**src/rtl/unsigned_to_decimal_ascii_top_macros.svh**
```systemverilog
// Assertion macros used by the conversion side (u2d_back) of the binary-to-decimal converter RTL.
// Expects signals named clk and rst_n in the scope where a macro is used.
`ifndef UNSIGNED_TO_DECIMAL_ASCII_TOP_MACROS_SVH
`define UNSIGNED_TO_DECIMAL_ASCII_TOP_MACROS_SVH

// Consequent must hold in the same cycle as the antecedent.
`define U2D_ASSERT_SAME(label, ante, cons, msg) \
    label: assert property (@(posedge clk) disable iff (!rst_n) (ante) |-> (cons)) \
        else $error(msg);

// Consequent must hold in the cycle after the antecedent.
`define U2D_ASSERT_NEXT(label, ante, cons, msg) \
    label: assert property (@(posedge clk) disable iff (!rst_n) (ante) |=> (cons)) \
        else $error(msg);

`endif

```
**src/rtl/u2d_pkg.sv**
```systemverilog
// Package for the binary-to-decimal ASCII converter: field widths, constants
// and the converter state type. No dependencies.
package u2d_pkg;

    localparam int unsigned IN_BITS    = 64;
    localparam int unsigned CHAR_BITS  = 6;
    localparam int unsigned COUNT_BITS = 5;
    localparam int unsigned NIB_BITS   = 4;

    localparam logic [CHAR_BITS-1:0] ASCII_ZERO = 6'd48;
    localparam logic [NIB_BITS-1:0]  DAB_LIMIT  = 4'd5;
    localparam logic [NIB_BITS-1:0]  DAB_ADD    = 4'd3;

    typedef enum logic [1:0] {
        BK_IDLE,
        BK_CONV,
        BK_EMIT
    } bk_state_t;

endpackage

```
**src/rtl/u2d_if.sv**
```systemverilog
// Handshake channels of the binary-to-decimal ASCII converter.
// Depends on u2d_pkg for the payload widths.
interface u2d_in_if;
    logic                          valid;
    logic                          ready;
    logic [u2d_pkg::IN_BITS-1:0]   value;

    modport source (output valid, output value, input ready);
    modport sink   (input valid, input value, output ready);
endinterface

interface u2d_out_if;
    logic                            valid;
    logic                            ready;
    logic [u2d_pkg::CHAR_BITS-1:0]   digit_char;
    logic [u2d_pkg::COUNT_BITS-1:0]  digit_count;
    logic                            is_last;

    modport source (output valid, output digit_char, output digit_count, output is_last,
                    input ready);
    modport sink   (input valid, input digit_char, input digit_count, input is_last,
                    output ready);
endinterface

```
**src/rtl/u2d_front.sv**
```systemverilog
// Input side of the converter: accepts numbers, keeps the used bits and
// holds them in a two-entry queue for the back end. Depends on u2d_pkg, u2d_if.
module u2d_front #(
    parameter int unsigned VALUE_BITS = 64
) (
    input  logic                  clk,
    input  logic                  rst_n,
    u2d_in_if.sink                bin,
    output logic                  q_valid,
    output logic [VALUE_BITS-1:0] q_data,
    input  logic                  q_pop
);
    import u2d_pkg::*;

    logic [VALUE_BITS-1:0] slot_mem [2];
    logic                  wr_ptr_reg, wr_ptr_next;
    logic                  rd_ptr_reg, rd_ptr_next;
    logic [1:0]            fill_reg, fill_next;
    logic                  push;
    logic                  pop;

    assign bin.ready = (fill_reg != 2'd2);
    assign push      = bin.valid && bin.ready;
    assign q_valid   = (fill_reg != 2'd0);
    assign pop       = q_pop && q_valid;
    assign q_data    = slot_mem[rd_ptr_reg];

    always_comb
    begin
        wr_ptr_next = push ? ~wr_ptr_reg : wr_ptr_reg;
        rd_ptr_next = pop ? ~rd_ptr_reg : rd_ptr_reg;
        fill_next   = fill_reg;
        if (push && !pop)
        begin
            fill_next = fill_reg + 2'd1;
        end
        else if (pop && !push)
        begin
            fill_next = fill_reg - 2'd1;
        end
    end

    // Only the low VALUE_BITS bits of a number take part in the conversion.
    always_ff @(posedge clk)
    begin
        if (push)
        begin
            slot_mem[wr_ptr_reg] <= bin.value[VALUE_BITS-1:0];
        end
    end

    always_ff @(posedge clk or negedge rst_n)
    begin
        if (!rst_n)
        begin
            wr_ptr_reg <= 1'b0;
            rd_ptr_reg <= 1'b0;
            fill_reg   <= 2'd0;
        end
        else
        begin
            wr_ptr_reg <= wr_ptr_next;
            rd_ptr_reg <= rd_ptr_next;
            fill_reg   <= fill_next;
        end
    end

endmodule

```
**src/rtl/u2d_back.sv**
```systemverilog
// Conversion side: bit-serial double dabble into BCD, then emission of the
// significant digits as ASCII through an output register. Depends on u2d_pkg, u2d_if.
`include "unsigned_to_decimal_ascii_top_macros.svh"

module u2d_back #(
    parameter int unsigned VALUE_BITS = 64
) (
    input  logic                  clk,
    input  logic                  rst_n,
    input  logic                  q_valid,
    input  logic [VALUE_BITS-1:0] q_data,
    output logic                  q_pop,
    u2d_out_if.source             dec
);
    import u2d_pkg::*;

    localparam int unsigned DIGITS = (VALUE_BITS * 30103) / 100000 + 1;
    localparam int unsigned BCD_W  = DIGITS * NIB_BITS;
    localparam int unsigned CNT_W  = $clog2(DIGITS + 1);
    localparam int unsigned IDX_W  = $clog2(DIGITS);
    localparam int unsigned STEP_W = $clog2(VALUE_BITS);

    bk_state_t                             state_reg, state_next;
    logic [VALUE_BITS-1:0]                 bin_reg, bin_next;
    logic [DIGITS-1:0][NIB_BITS-1:0]       bcd_reg, bcd_next;
    logic [DIGITS-1:0][NIB_BITS-1:0]       bcd_adj;
    logic [STEP_W-1:0]                     step_reg, step_next;
    logic [CNT_W-1:0]                      cnt_reg, cnt_next;
    logic [CNT_W-1:0]                      last_pos;
    logic [IDX_W-1:0]                      idx_reg, idx_next;
    logic                                  out_valid_reg, out_valid_next;
    logic [CHAR_BITS-1:0]                  out_char_reg, out_char_next;
    logic [COUNT_BITS-1:0]                 out_count_reg, out_count_next;
    logic                                  out_last_reg, out_last_next;
    logic                                  slot_free;
    logic                                  load_out;
    logic                                  conv_done;

    assign slot_free = !out_valid_reg || dec.ready;
    assign conv_done = (step_reg == STEP_W'(VALUE_BITS - 1));

    // Next state.
    always_comb
    begin
        state_next = state_reg;
        unique case (state_reg)
            BK_IDLE:
            begin
                if (q_valid)
                begin
                    state_next = BK_CONV;
                end
            end
            BK_CONV:
            begin
                if (conv_done)
                begin
                    state_next = BK_EMIT;
                end
            end
            BK_EMIT:
            begin
                if (slot_free && (idx_reg == '0))
                begin
                    state_next = BK_IDLE;
                end
            end
            default:
            begin
                state_next = BK_IDLE;
            end
        endcase
    end

    // Add-3 adjustment of the current BCD word for the shift-and-add-3 step.
    always_comb
    begin
        for (int i = 0; i < DIGITS; i++)
        begin
            bcd_adj[i] = (bcd_reg[i] >= DAB_LIMIT) ? bcd_reg[i] + DAB_ADD : bcd_reg[i];
        end
    end

    // Datapath and outputs.
    always_comb
    begin
        q_pop          = 1'b0;
        load_out       = 1'b0;
        bin_next       = bin_reg;
        bcd_next       = bcd_reg;
        step_next      = step_reg;
        cnt_next       = cnt_reg;
        idx_next       = idx_reg;
        last_pos       = cnt_reg - CNT_W'(1);
        out_char_next  = out_char_reg;
        out_count_next = out_count_reg;
        out_last_next  = out_last_reg;
        unique case (state_reg)
            BK_IDLE:
            begin
                if (q_valid)
                begin
                    q_pop     = 1'b1;
                    bin_next  = q_data;
                    bcd_next  = '0;
                    step_next = '0;
                    cnt_next  = CNT_W'(1);
                end
            end
            BK_CONV:
            begin
                // The top bit shifted out of the BCD word is always zero.
                bcd_next  = BCD_W'({bcd_adj, bin_reg[VALUE_BITS-1]});
                bin_next  = bin_reg << 1;
                step_next = step_reg + STEP_W'(1);
                // The value at most doubles plus one per step, so the digit
                // count can grow by one at most: only the next digit is checked.
                if ((cnt_reg < CNT_W'(DIGITS)) && (bcd_next[cnt_reg[IDX_W-1:0]] != '0))
                begin
                    cnt_next = cnt_reg + CNT_W'(1);
                end
                last_pos = cnt_next - CNT_W'(1);
                idx_next = last_pos[IDX_W-1:0];
            end
            BK_EMIT:
            begin
                if (slot_free)
                begin
                    load_out       = 1'b1;
                    out_char_next  = ASCII_ZERO + {2'b00, bcd_reg[idx_reg]};
                    out_count_next = COUNT_BITS'(cnt_reg);
                    out_last_next  = (idx_reg == '0);
                    idx_next       = idx_reg - IDX_W'(1);
                end
            end
            default:
            begin
            end
        endcase
        if (load_out)
        begin
            out_valid_next = 1'b1;
        end
        else if (dec.ready)
        begin
            out_valid_next = 1'b0;
        end
        else
        begin
            out_valid_next = out_valid_reg;
        end
    end

    assign dec.valid       = out_valid_reg;
    assign dec.digit_char  = out_char_reg;
    assign dec.digit_count = out_count_reg;
    assign dec.is_last     = out_last_reg;

    always_ff @(posedge clk)
    begin
        bin_reg       <= bin_next;
        bcd_reg       <= bcd_next;
        step_reg      <= step_next;
        cnt_reg       <= cnt_next;
        idx_reg       <= idx_next;
        out_char_reg  <= out_char_next;
        out_count_reg <= out_count_next;
        out_last_reg  <= out_last_next;
    end

    always_ff @(posedge clk or negedge rst_n)
    begin
        if (!rst_n)
        begin
            state_reg     <= BK_IDLE;
            out_valid_reg <= 1'b0;
        end
        else
        begin
            state_reg     <= state_next;
            out_valid_reg <= out_valid_next;
        end
    end

    `U2D_ASSERT_SAME(a_pop_needs_item, q_pop, q_valid, "queue popped while empty")
    `U2D_ASSERT_SAME(a_count_range, state_reg == BK_EMIT,
        (cnt_reg != '0) && (cnt_reg <= CNT_W'(DIGITS)), "digit count out of range")
    `U2D_ASSERT_NEXT(a_last_ends_run, (state_reg == BK_EMIT) && load_out && (idx_reg == '0),
        (state_reg == BK_IDLE) && dec.is_last && dec.valid, "run did not end on last digit")

endmodule

```
**src/rtl/unsigned_to_decimal_ascii_top.sv**
```systemverilog
// Top level of the unsigned binary to decimal ASCII converter.
// Depends on u2d_pkg, u2d_if, u2d_front and u2d_back.
//
//  Channel | Direction | Payload                              | Per transaction
//  --------+-----------+--------------------------------------+--------------------------
//  bin     | in        | value[63:0]                          | one number
//  dec     | out       | digit_char, digit_count, is_last     | one ASCII digit
//
// A number is taken from the queue, converted bit by bit in the bit-serial double dabble
// register, then its significant digits leave one at a time through the output register.
// The single shift-and-add-3 BCD register means that one number converts at a time.
// Reset clears the queue occupancy, the converter state and the output valid flag.
// A stall on dec holds the digit in the output register; the two-entry queue keeps
// accepting numbers on bin until it is full.
module unsigned_to_decimal_ascii_top #(
    parameter int unsigned VALUE_BITS = 64
) (
    input  logic       clk,
    input  logic       rst_n,
    u2d_in_if.sink     bin,
    u2d_out_if.source  dec
);
    import u2d_pkg::*;

    // Hand-over between the front queue and the converter.
    logic                  q_valid;
    logic [VALUE_BITS-1:0] q_data;
    logic                  q_pop;

    // The front masks each number to VALUE_BITS bits and buffers it, so that
    // new transactions can be taken while the converter is still busy.
    u2d_front #(
        .VALUE_BITS (VALUE_BITS)
    ) u_front (
        .clk     (clk),
        .rst_n   (rst_n),
        .bin     (bin),
        .q_valid (q_valid),
        .q_data  (q_data),
        .q_pop   (q_pop)
    );

    // The back end converts one number and streams its digits, most
    // significant first, without leading zeros; zero gives a single '0'.
    u2d_back #(
        .VALUE_BITS (VALUE_BITS)
    ) u_back (
        .clk     (clk),
        .rst_n   (rst_n),
        .q_valid (q_valid),
        .q_data  (q_data),
        .q_pop   (q_pop),
        .dec     (dec)
    );

endmodule

```
**src/flat_wrapper.sv**
```systemverilog
// flat-port wrapper written by rule: the top's interface ports become plain ports
module unsigned_to_decimal_ascii_top_flat import u2d_pkg::*;
#(
    parameter int unsigned VALUE_BITS = 64
)
  (clk, rst_n, bin_valid, bin_value, bin_ready, dec_valid, dec_digit_char, dec_digit_count, dec_is_last, dec_ready);
  u2d_in_if bin_i ();
  u2d_out_if dec_i ();
  input  logic clk;
  input  logic rst_n;
  input wire logic [$bits(bin_i.valid)-1:0] bin_valid;
  input wire logic [$bits(bin_i.value)-1:0] bin_value;
  output wire logic [$bits(bin_i.ready)-1:0] bin_ready;
  output wire logic [$bits(dec_i.valid)-1:0] dec_valid;
  output wire logic [$bits(dec_i.digit_char)-1:0] dec_digit_char;
  output wire logic [$bits(dec_i.digit_count)-1:0] dec_digit_count;
  output wire logic [$bits(dec_i.is_last)-1:0] dec_is_last;
  input wire logic [$bits(dec_i.ready)-1:0] dec_ready;
  assign bin_i.valid = bin_valid;
  assign bin_i.value = bin_value;
  assign bin_ready = bin_i.ready;
  assign dec_valid = dec_i.valid;
  assign dec_digit_char = dec_i.digit_char;
  assign dec_digit_count = dec_i.digit_count;
  assign dec_is_last = dec_i.is_last;
  assign dec_i.ready = dec_ready;
  unsigned_to_decimal_ascii_top #(.VALUE_BITS(VALUE_BITS)) u_core (.clk(clk), .rst_n(rst_n), .bin(bin_i), .dec(dec_i));
endmodule
```
**config.mk**
```make
export PLATFORM = sky130hd
export DESIGN_NAME = unsigned_to_decimal_ascii_top_flat
export DESIGN_NICKNAME = d
export VERILOG_FILES = /design/src/rtl/u2d_pkg.sv /design/src/rtl/u2d_if.sv /design/src/rtl/u2d_front.sv /design/src/rtl/u2d_back.sv /design/src/rtl/unsigned_to_decimal_ascii_top.sv /design/src/flat_wrapper.sv
export VERILOG_INCLUDE_DIRS = /design/src /design/src/rtl
export SDC_FILE = /design/constraint.sdc
export NUM_CORES = 1
export LEC_CHECK = 0
export BUFFER_PORTS_ARGS = -buffer_cell sky130_fd_sc_hd__buf_2
export CORE_MARGIN = 2
export CORE_UTILIZATION = 45
export DETAILED_ROUTE_END_ITERATION = 8
export HOLD_SLACK_MARGIN = 0.12
export PLACE_DENSITY = 0.67
export SYNTH_ARGS = -nofsm -noshare
export SYNTH_HDL_FRONTEND = slang
export SYNTH_SLANG_ARGS = --single-unit
```
**constraint.sdc**
```tcl
create_clock -name clk -period 9.4 [get_ports clk]
set_input_delay 0.47 -clock clk [delete_from_list [all_inputs] [get_ports clk]]
set_output_delay 0.47 -clock clk [all_outputs]
set_load 0.05 [all_outputs]
```
* After elaboration in Yosys (flattened, before gate mapping) *
Memories as Yosys holds them, arrays and structs flattened.
Cells that the tools add are included.

cells by class
  reductions and logical operators = 22
  muxes and demuxes = 50
  equal/unequal tests = 8
  bitwise operators = 2
  order comparisons = 23
  add/subtract/negate cells = 27

operators with widths
  operator                                              count
  case mux 80 bit (2 select lines)                      1
  case mux 64 bit (2 select lines)                      1
  2-to-1 mux 4 bit                                      21
  >= comparator 4 x 3 -> 1 bit (second input constant)  20
  2-to-1 mux 80 bit                                     1
  adder 4 x 2 -> 4 bit (second input constant)          19
  2-to-1 mux 64 bit                                     1
  binary-select mux 4 bit (select 5 bit)                2
  2-to-1 mux 5 bit                                      4
  case mux 5 bit (2 select lines)                       2
  < comparator 5 x 6 -> 1 bit (second input constant)   2
  case mux 6 bit (2 select lines)                       1
  2-to-1 mux 2 bit                                      5
  nonzero test 2 bit                                    5
  subtractor 5 x 1 -> 5 bit (second input constant)     2
  2-to-1 mux 1 bit                                      8
  != test 2 bit (second input constant)                 4
  adder 5 x 5 -> 6 bit (first input constant)           1
  adder 6 x 1 -> 6 bit (second input constant)          1
  == test 6 bit (second input constant)                 1
  logical AND 1 bit                                     6
  2-to-1 mux 6 bit                                      1
  case mux 2 bit (3 select lines)                       1
  AND reduction 2 bit                                   3
  other kinds (16)                                      19

word-level totals
  bits in writable memories = 128
  flip-flop bits (word level) = 179
  memories kept = 1
  word-level logic and storage cells = 165

memories
  memory                   depth  width  rd ports  clocked after Yosys merged registers in  write ports  RTL line         RTL
  u_core.u_front.slot_mem  2      64     1         0                                        1            u2d_front.sv:15  logic [VALUE_BITS-1:0] slot_mem [2];

* Longest topological paths before layout *
  word-level depth = 10
  depth in mapped cells = 15
  mapped depth without buffers = 14

* Hierarchy *
A second synthesis with hierarchy kept.

unflattened totals
  cell total of the unflattened synthesis = 1,190
  area total of the unflattened synthesis = 15,098.2 µm²

by module, submodules not included
  module     instances  area an instance (µm²)  sequential area each (µm²)  cells an instance
  u2d_back   1          10,079.7                5,180.0                     973
  u2d_front  1          5,018.6                 3,943.8                     217

* Worst setup path before layout *
Ideal clock, no wire load.

  path type = register to register
  start point = register u_core.u_front.fill_reg[0]
  end point = register u_core.u_back.bcd_reg[0] (netlist bit) (enable)
  data required time = 8,728 ps
  buffers on the path = 0
  setup slack = 1,810 ps
  cell stages (with the launch flop) = 3
  arrival = 6,918 ps
  library setup time = 672 ps
  path through = dfrtp_1 nor3_1 nor2_1

on the way
  longest elaborated chain between the ends = 3

RTL lines
  what                                     RTL line         RTL
  from (decl)                              u2d_front.sv:18  logic [1:0] fill_reg, fill_next;
  from (signal assigned)                   u2d_front.sv:64  fill_reg <= fill_next;
  nonzero test 2 bit                       u2d_front.sv:24  assign q_valid = (fill_reg != 2'd0);
  != test 2 x 1 -> 1 bit (no source line)  -
  AND reduction 2 bit (no source line)     -
  to (signal assigned)                     u2d_back.sv:162  bcd_reg <= bcd_next;
  to (decl)                                u2d_back.sv:25   logic [DIGITS-1:0][NIB_BITS-1:0] bcd_reg, bcd_next;

No other way between the ends.
A chain may end at the register's enable or synchronous reset.

* Worst setup path in the final report *
  start point = register u_core.u_back.bcd_reg[0] (netlist bit)
  end point = register u_core.u_back.idx_reg[3], data pin

on the way
  longest elaborated chain between the ends = 10
  elaborated cells between the ends (all ways) = 11
  classes of those cells = add/sub: 2; order compare: 1; mux: 6; reduce/logical: 2

RTL lines
  what                                                                         RTL line         RTL
  adder 4 x 2 -> 4 bit / >= comparator 4 x 3 -> 1 bit (equally long branches)  u2d_back.sv:80   bcd_adj[i] = (bcd_reg[i] >= DAB_LIMIT) ? bcd_reg[i] + DAB_ADD : bcd_reg[i];
  2-to-1 mux 4 bit *                                                           u2d_back.sv:80
  binary-select mux 4 bit (select 5 bit) *                                     u2d_back.sv:118  if ((cnt_reg < CNT_W'(DIGITS)) && (bcd_next[cnt_reg[IDX_W-1:0]] != '0))
  2-to-1 mux 4 bit (implied by the code) *                                     u2d_back.sv:118
  nonzero test 4 bit *                                                         u2d_back.sv:118
  logical AND 1 bit *                                                          u2d_back.sv:118
  2-to-1 mux 5 bit *                                                           u2d_back.sv:118
  2-to-1 mux 5 bit *                                                           u2d_back.sv:98   unique case (state_reg)
  subtractor 5 x 1 -> 5 bit *                                                  u2d_back.sv:122  last_pos = cnt_next - CNT_W'(1);
  case mux 5 bit (2 select lines) *                                            u2d_back.sv:98
  named net u_core.u_back.idx_next[3]                                          u2d_back.sv:30   logic [IDX_W-1:0] idx_reg, idx_next;
  to (signal assigned)                                                         u2d_back.sv:165  idx_reg <= idx_next;
  to (decl)                                                                    u2d_back.sv:30

The timed path passes the listed nets; every way through them passes the cells marked *. The select of a mux whose other input is x is not followed.

==> flow_metrics.tcl <==
set metrics [dict create \
    die_width_um 185.8 \
    max_stage_delay_ns 0.46 \
    synth_edf_count 298 \
    cp_max_fo 8 \
    drive_above_1_share_pct 13.62 \
    reg2reg_slack_ns 5.81 \
    rsz0062_at_grt "false" \
    dieHeight_um 185.8 \
    slew_headroom_pct 26.51 \
    drc 0 \
    synthFlopType "edfxtp_1" \
    largest_reg_flops 128 \
    initial_core_util_pct 45.72 \
    antenna_found_initial 1 \
    slowest_stage "o31ai_1" \
    grt_pass1_wl_um 49780 \
    num_rows 66 \
    slew_viol_final 0 \
    p_int_mw 3.932 \
    cts-root-buf "clkbuf_16" \
    synth-seq-cells 305 \
    h-tree-depth 1 \
    grt-ovfl-total 0 \
    power_density_nw_per_um2 362.8 \
    p_switching_mw 2.321 \
    synthCells 1178 \
    die-area_um2 34520 \
    crit_chain "inv_1, ha_1, nand2b_2, a21oi_2, mux2_4, a31o_1, nor4_2, a22oi_2, o31ai_1, a31oi_4, a211o_1, xnor2_1" \
    cts_tree "built" \
    grt_use_total_pct 18.27 \
    regArea_um2 9128 \
    grt_max_degree 101 \
    wire_per_inst_um 17.68 \
    cts_made_buffers 31 \
    drtIter0Drc 947 \
    worst_setup_path_end_kind "flop" \
    setup-violations-final 0 \
    yosysSeqAreaShare_pct 61.34 \
    grt_pass1_vias 9550 \
    fmax_mhz 278.3 \
    crit_buf_inv 1 \
    seqPwrFrac_pct 42.9 \
    path_clk_slew_ns 0.06 \
    insertion_delay_ns 0.58 \
    vias 9711 \
    coreArea_um2 32540 \
    clk_path_buf_depth 3 \
    numPortBuffers 79 \
    power_frac_comb_pct 38.3 \
    setup-tns-final_ns 0 \
    worstSetupPathType "flop to flop" \
    ctsResizeCount 0 \
    drv_cap 0 \
    postCtsSetupBuffers 0 \
    fin_crit_ns 3.594 \
    vias_per_cell 5.480 \
    multi_input_area_um2 5279 \
    fin_crit_sh_pct 38.23 \
    place.gp.congestion 0.8487 \
    syn_area_um2 14870 \
    pwr-share-clk_pct 18.9 \
    boundaryPins 82 \
    avgSynthCellArea_um2 12.63 \
    switching_share_pct 37.12 \
    peakVddDrop_v 0.0002135 \
    nFillCells 2784 \
    finClkSkew_ns 0.01030 \
    postRouteWirelength_um 31330 \
    ys_types 73 \
    status "complete, no violations" \
    fin_nets 1417 \
    area_growth_pct 15.87 \
    hpwl_um 19610 \
    path_delay_family "compound AO/OA/AOI/OAI gates" \
    first_pass_iters 5 \
    p_leak_nw 6.706 \
    yosys_warnings 0 \
    async_reset_ff_share_pct 2.295 \
    holdCritPathClass "input port to flop" \
    worst_pin_slew_ns 1.102 \
    clock_sinks 305 \
    hold_buffers 65 \
    ant_nets 0 \
    cp.arrival_ns 3.92 \
    hold_violations 0 \
    whs_ns 0.2631 \
    crit_required_ns 9.72 \
    cp-start-kind "flop" \
]
[power by group through the flow]
stage	clock, mW	sequential (mW)	combinational [mW]
after global routing	1.25	2.75	2.67
final	1.18	2.68	2.39
after floorplan	0	2.47	1.97
after global placement	0	2.67	2.29
after detailed placement	0	2.69	2.35
after CTS	1.20	2.67	2.39
[cell families after synthesis]
family                   Yosys count  synth area share [%]
AND/OR/NAND/NOR                  347                 11.21
adder cells (fa/ha/maj)           44                 3.701
AO/OA/AOI/OAI                    238                 9.707
multiplexers                     101                 8.933
flip-flops                       305                 61.34
buffers and inverters            113                 3.373
XOR/XNOR                          29                 1.708
other                              1               0.02521
[final cells by class]
class / instances / share of cell area, %
antenna: 1 / 0.01452
timing repair buffer: 153 / 6.461
clock inverter: 16 / 0.8566
inverter: 53 / 1.154
multi-input combinational: 761 / 30.63
tap: 442 / 3.209
sequential: 305 / 52.96
clock buffer: 41 / 4.719
[cell usage in the layout, fill, tap and decap left out, drive strengths merged, types with 4 or more instances in the layout]
| cell | synthesis | final |
|---|---|---|
| mux4 | 24 | 24 |
| nor3 | 18 | 18 |
| a31oi | 5 | 5 |
| and3 | 7 | 7 |
| a21oi | 60 | 60 |
| xor2 | 5 | 5 |
| clkbuf | 39 | 41 |
| o2111ai | 6 | 6 |
| o21ai | 108 | 108 |
| inv | 52 | 53 |
| o31ai | 6 | 6 |
| ha | 44 | 44 |
| nand2b | 21 | 21 |
| a211o | 6 | 6 |
| nor2 | 89 | 89 |
| or3 | 8 | 8 |
| nor2b | 15 | 15 |
| nor3b | 21 | 21 |
| and2 | 8 | 8 |
| nand3 | 15 | 15 |
| a22oi | 4 | 4 |
| buf | 20 | 88 |
| clkinv | 1 | 14 |
| mux2 | 5 | 5 |
| mux2i | 72 | 72 |
| xnor2 | 24 | 24 |
| nand2 | 125 | 125 |
| a21o | 5 | 5 |
| edfxtp | 298 | 298 |
| dfrtp | 7 | 7 |
| a211oi | 21 | 21 |
| dlygate4sd3 | 0 | 65 |
[through the flow]
stage	area (µm²)	worst slack (ns)	cells	total power [mW]	utilization, %
floorplan	14880	1.810	1179	4.445	-
detailed placement	15620	5.829	1649	5.046	48.01
CTS	17230	5.817	1771	6.265	52.96
global placement	15620	5.929	1649	4.964	48.01
global route	17230	5.583	1771	6.673	52.96
finish	17240	5.806	1772	6.253	52.97
[worst min-delay path, stage by stage]
cell	delay [ns]
buf_2	0.10
nand2_1	0.14
xnor2_1	0.08
[routing by layer]
layer / vias to the layer above / share of wire [%] / GRT usage (%)
li1: 4641 / - / -
met1: 4721 / 43 / 24.51
met2: 292 / 49 / 30.83
met3: 57 / 6.3 / 3.228
met4: 0 / 2.4 / 4.693
met5: - / 0 / 0
[worst paths after layout]
check                                                    endpoint                                    from  cells past startpoint
max                            u_core.u_back.idx_reg[3]$_DFFE_PP_  u_core.u_back.bcd_reg[0]$_SDFFCE_PN0P_                     12
min                         u_core.u_front.wr_ptr_reg$_DFFE_PN0P_                               bin_valid                      3
max reg2reg                    u_core.u_back.idx_reg[3]$_DFFE_PP_  u_core.u_back.bcd_reg[0]$_SDFFCE_PN0P_                     12
min reg2reg                   u_core.u_back.bin_reg[54]$_DFFE_PP_     u_core.u_back.bin_reg[53]$_DFFE_PP_                      2
max in group asynchronous   u_core.u_front.rd_ptr_reg$_DFFE_PN0P_                                   rst_n                      2
min in group asynchronous  u_core.u_back.state_reg[0]$_DFFE_PN0P_                                   rst_n                      2
[cell usage after synthesis (all sizes together), types with 6 or more instances]
cell type,instances,area share (%)
a211o,6,0.36
a211oi,21,1.1
a21oi,60,2.0
and2,8,0.34
and3,7,0.30
buf,20,0.70
clkbuf,39,1.1
dfrtp,7,1.2
edfxtp,298,60
ha,44,3.7
inv,52,1.3
mux2i,72,4.8
mux4,24,3.7
nand2,125,3.2
nand2b,21,0.90
nand3,15,0.50
nor2,89,2.2
nor2b,15,0.63
nor3,18,0.61
nor3b,21,1.1
o2111ai,6,0.40
o21ai,108,3.6
o31ai,6,0.30
or3,8,0.34
xnor2,24,1.4
Note: power is estimated with default switching activity, not from simulation.
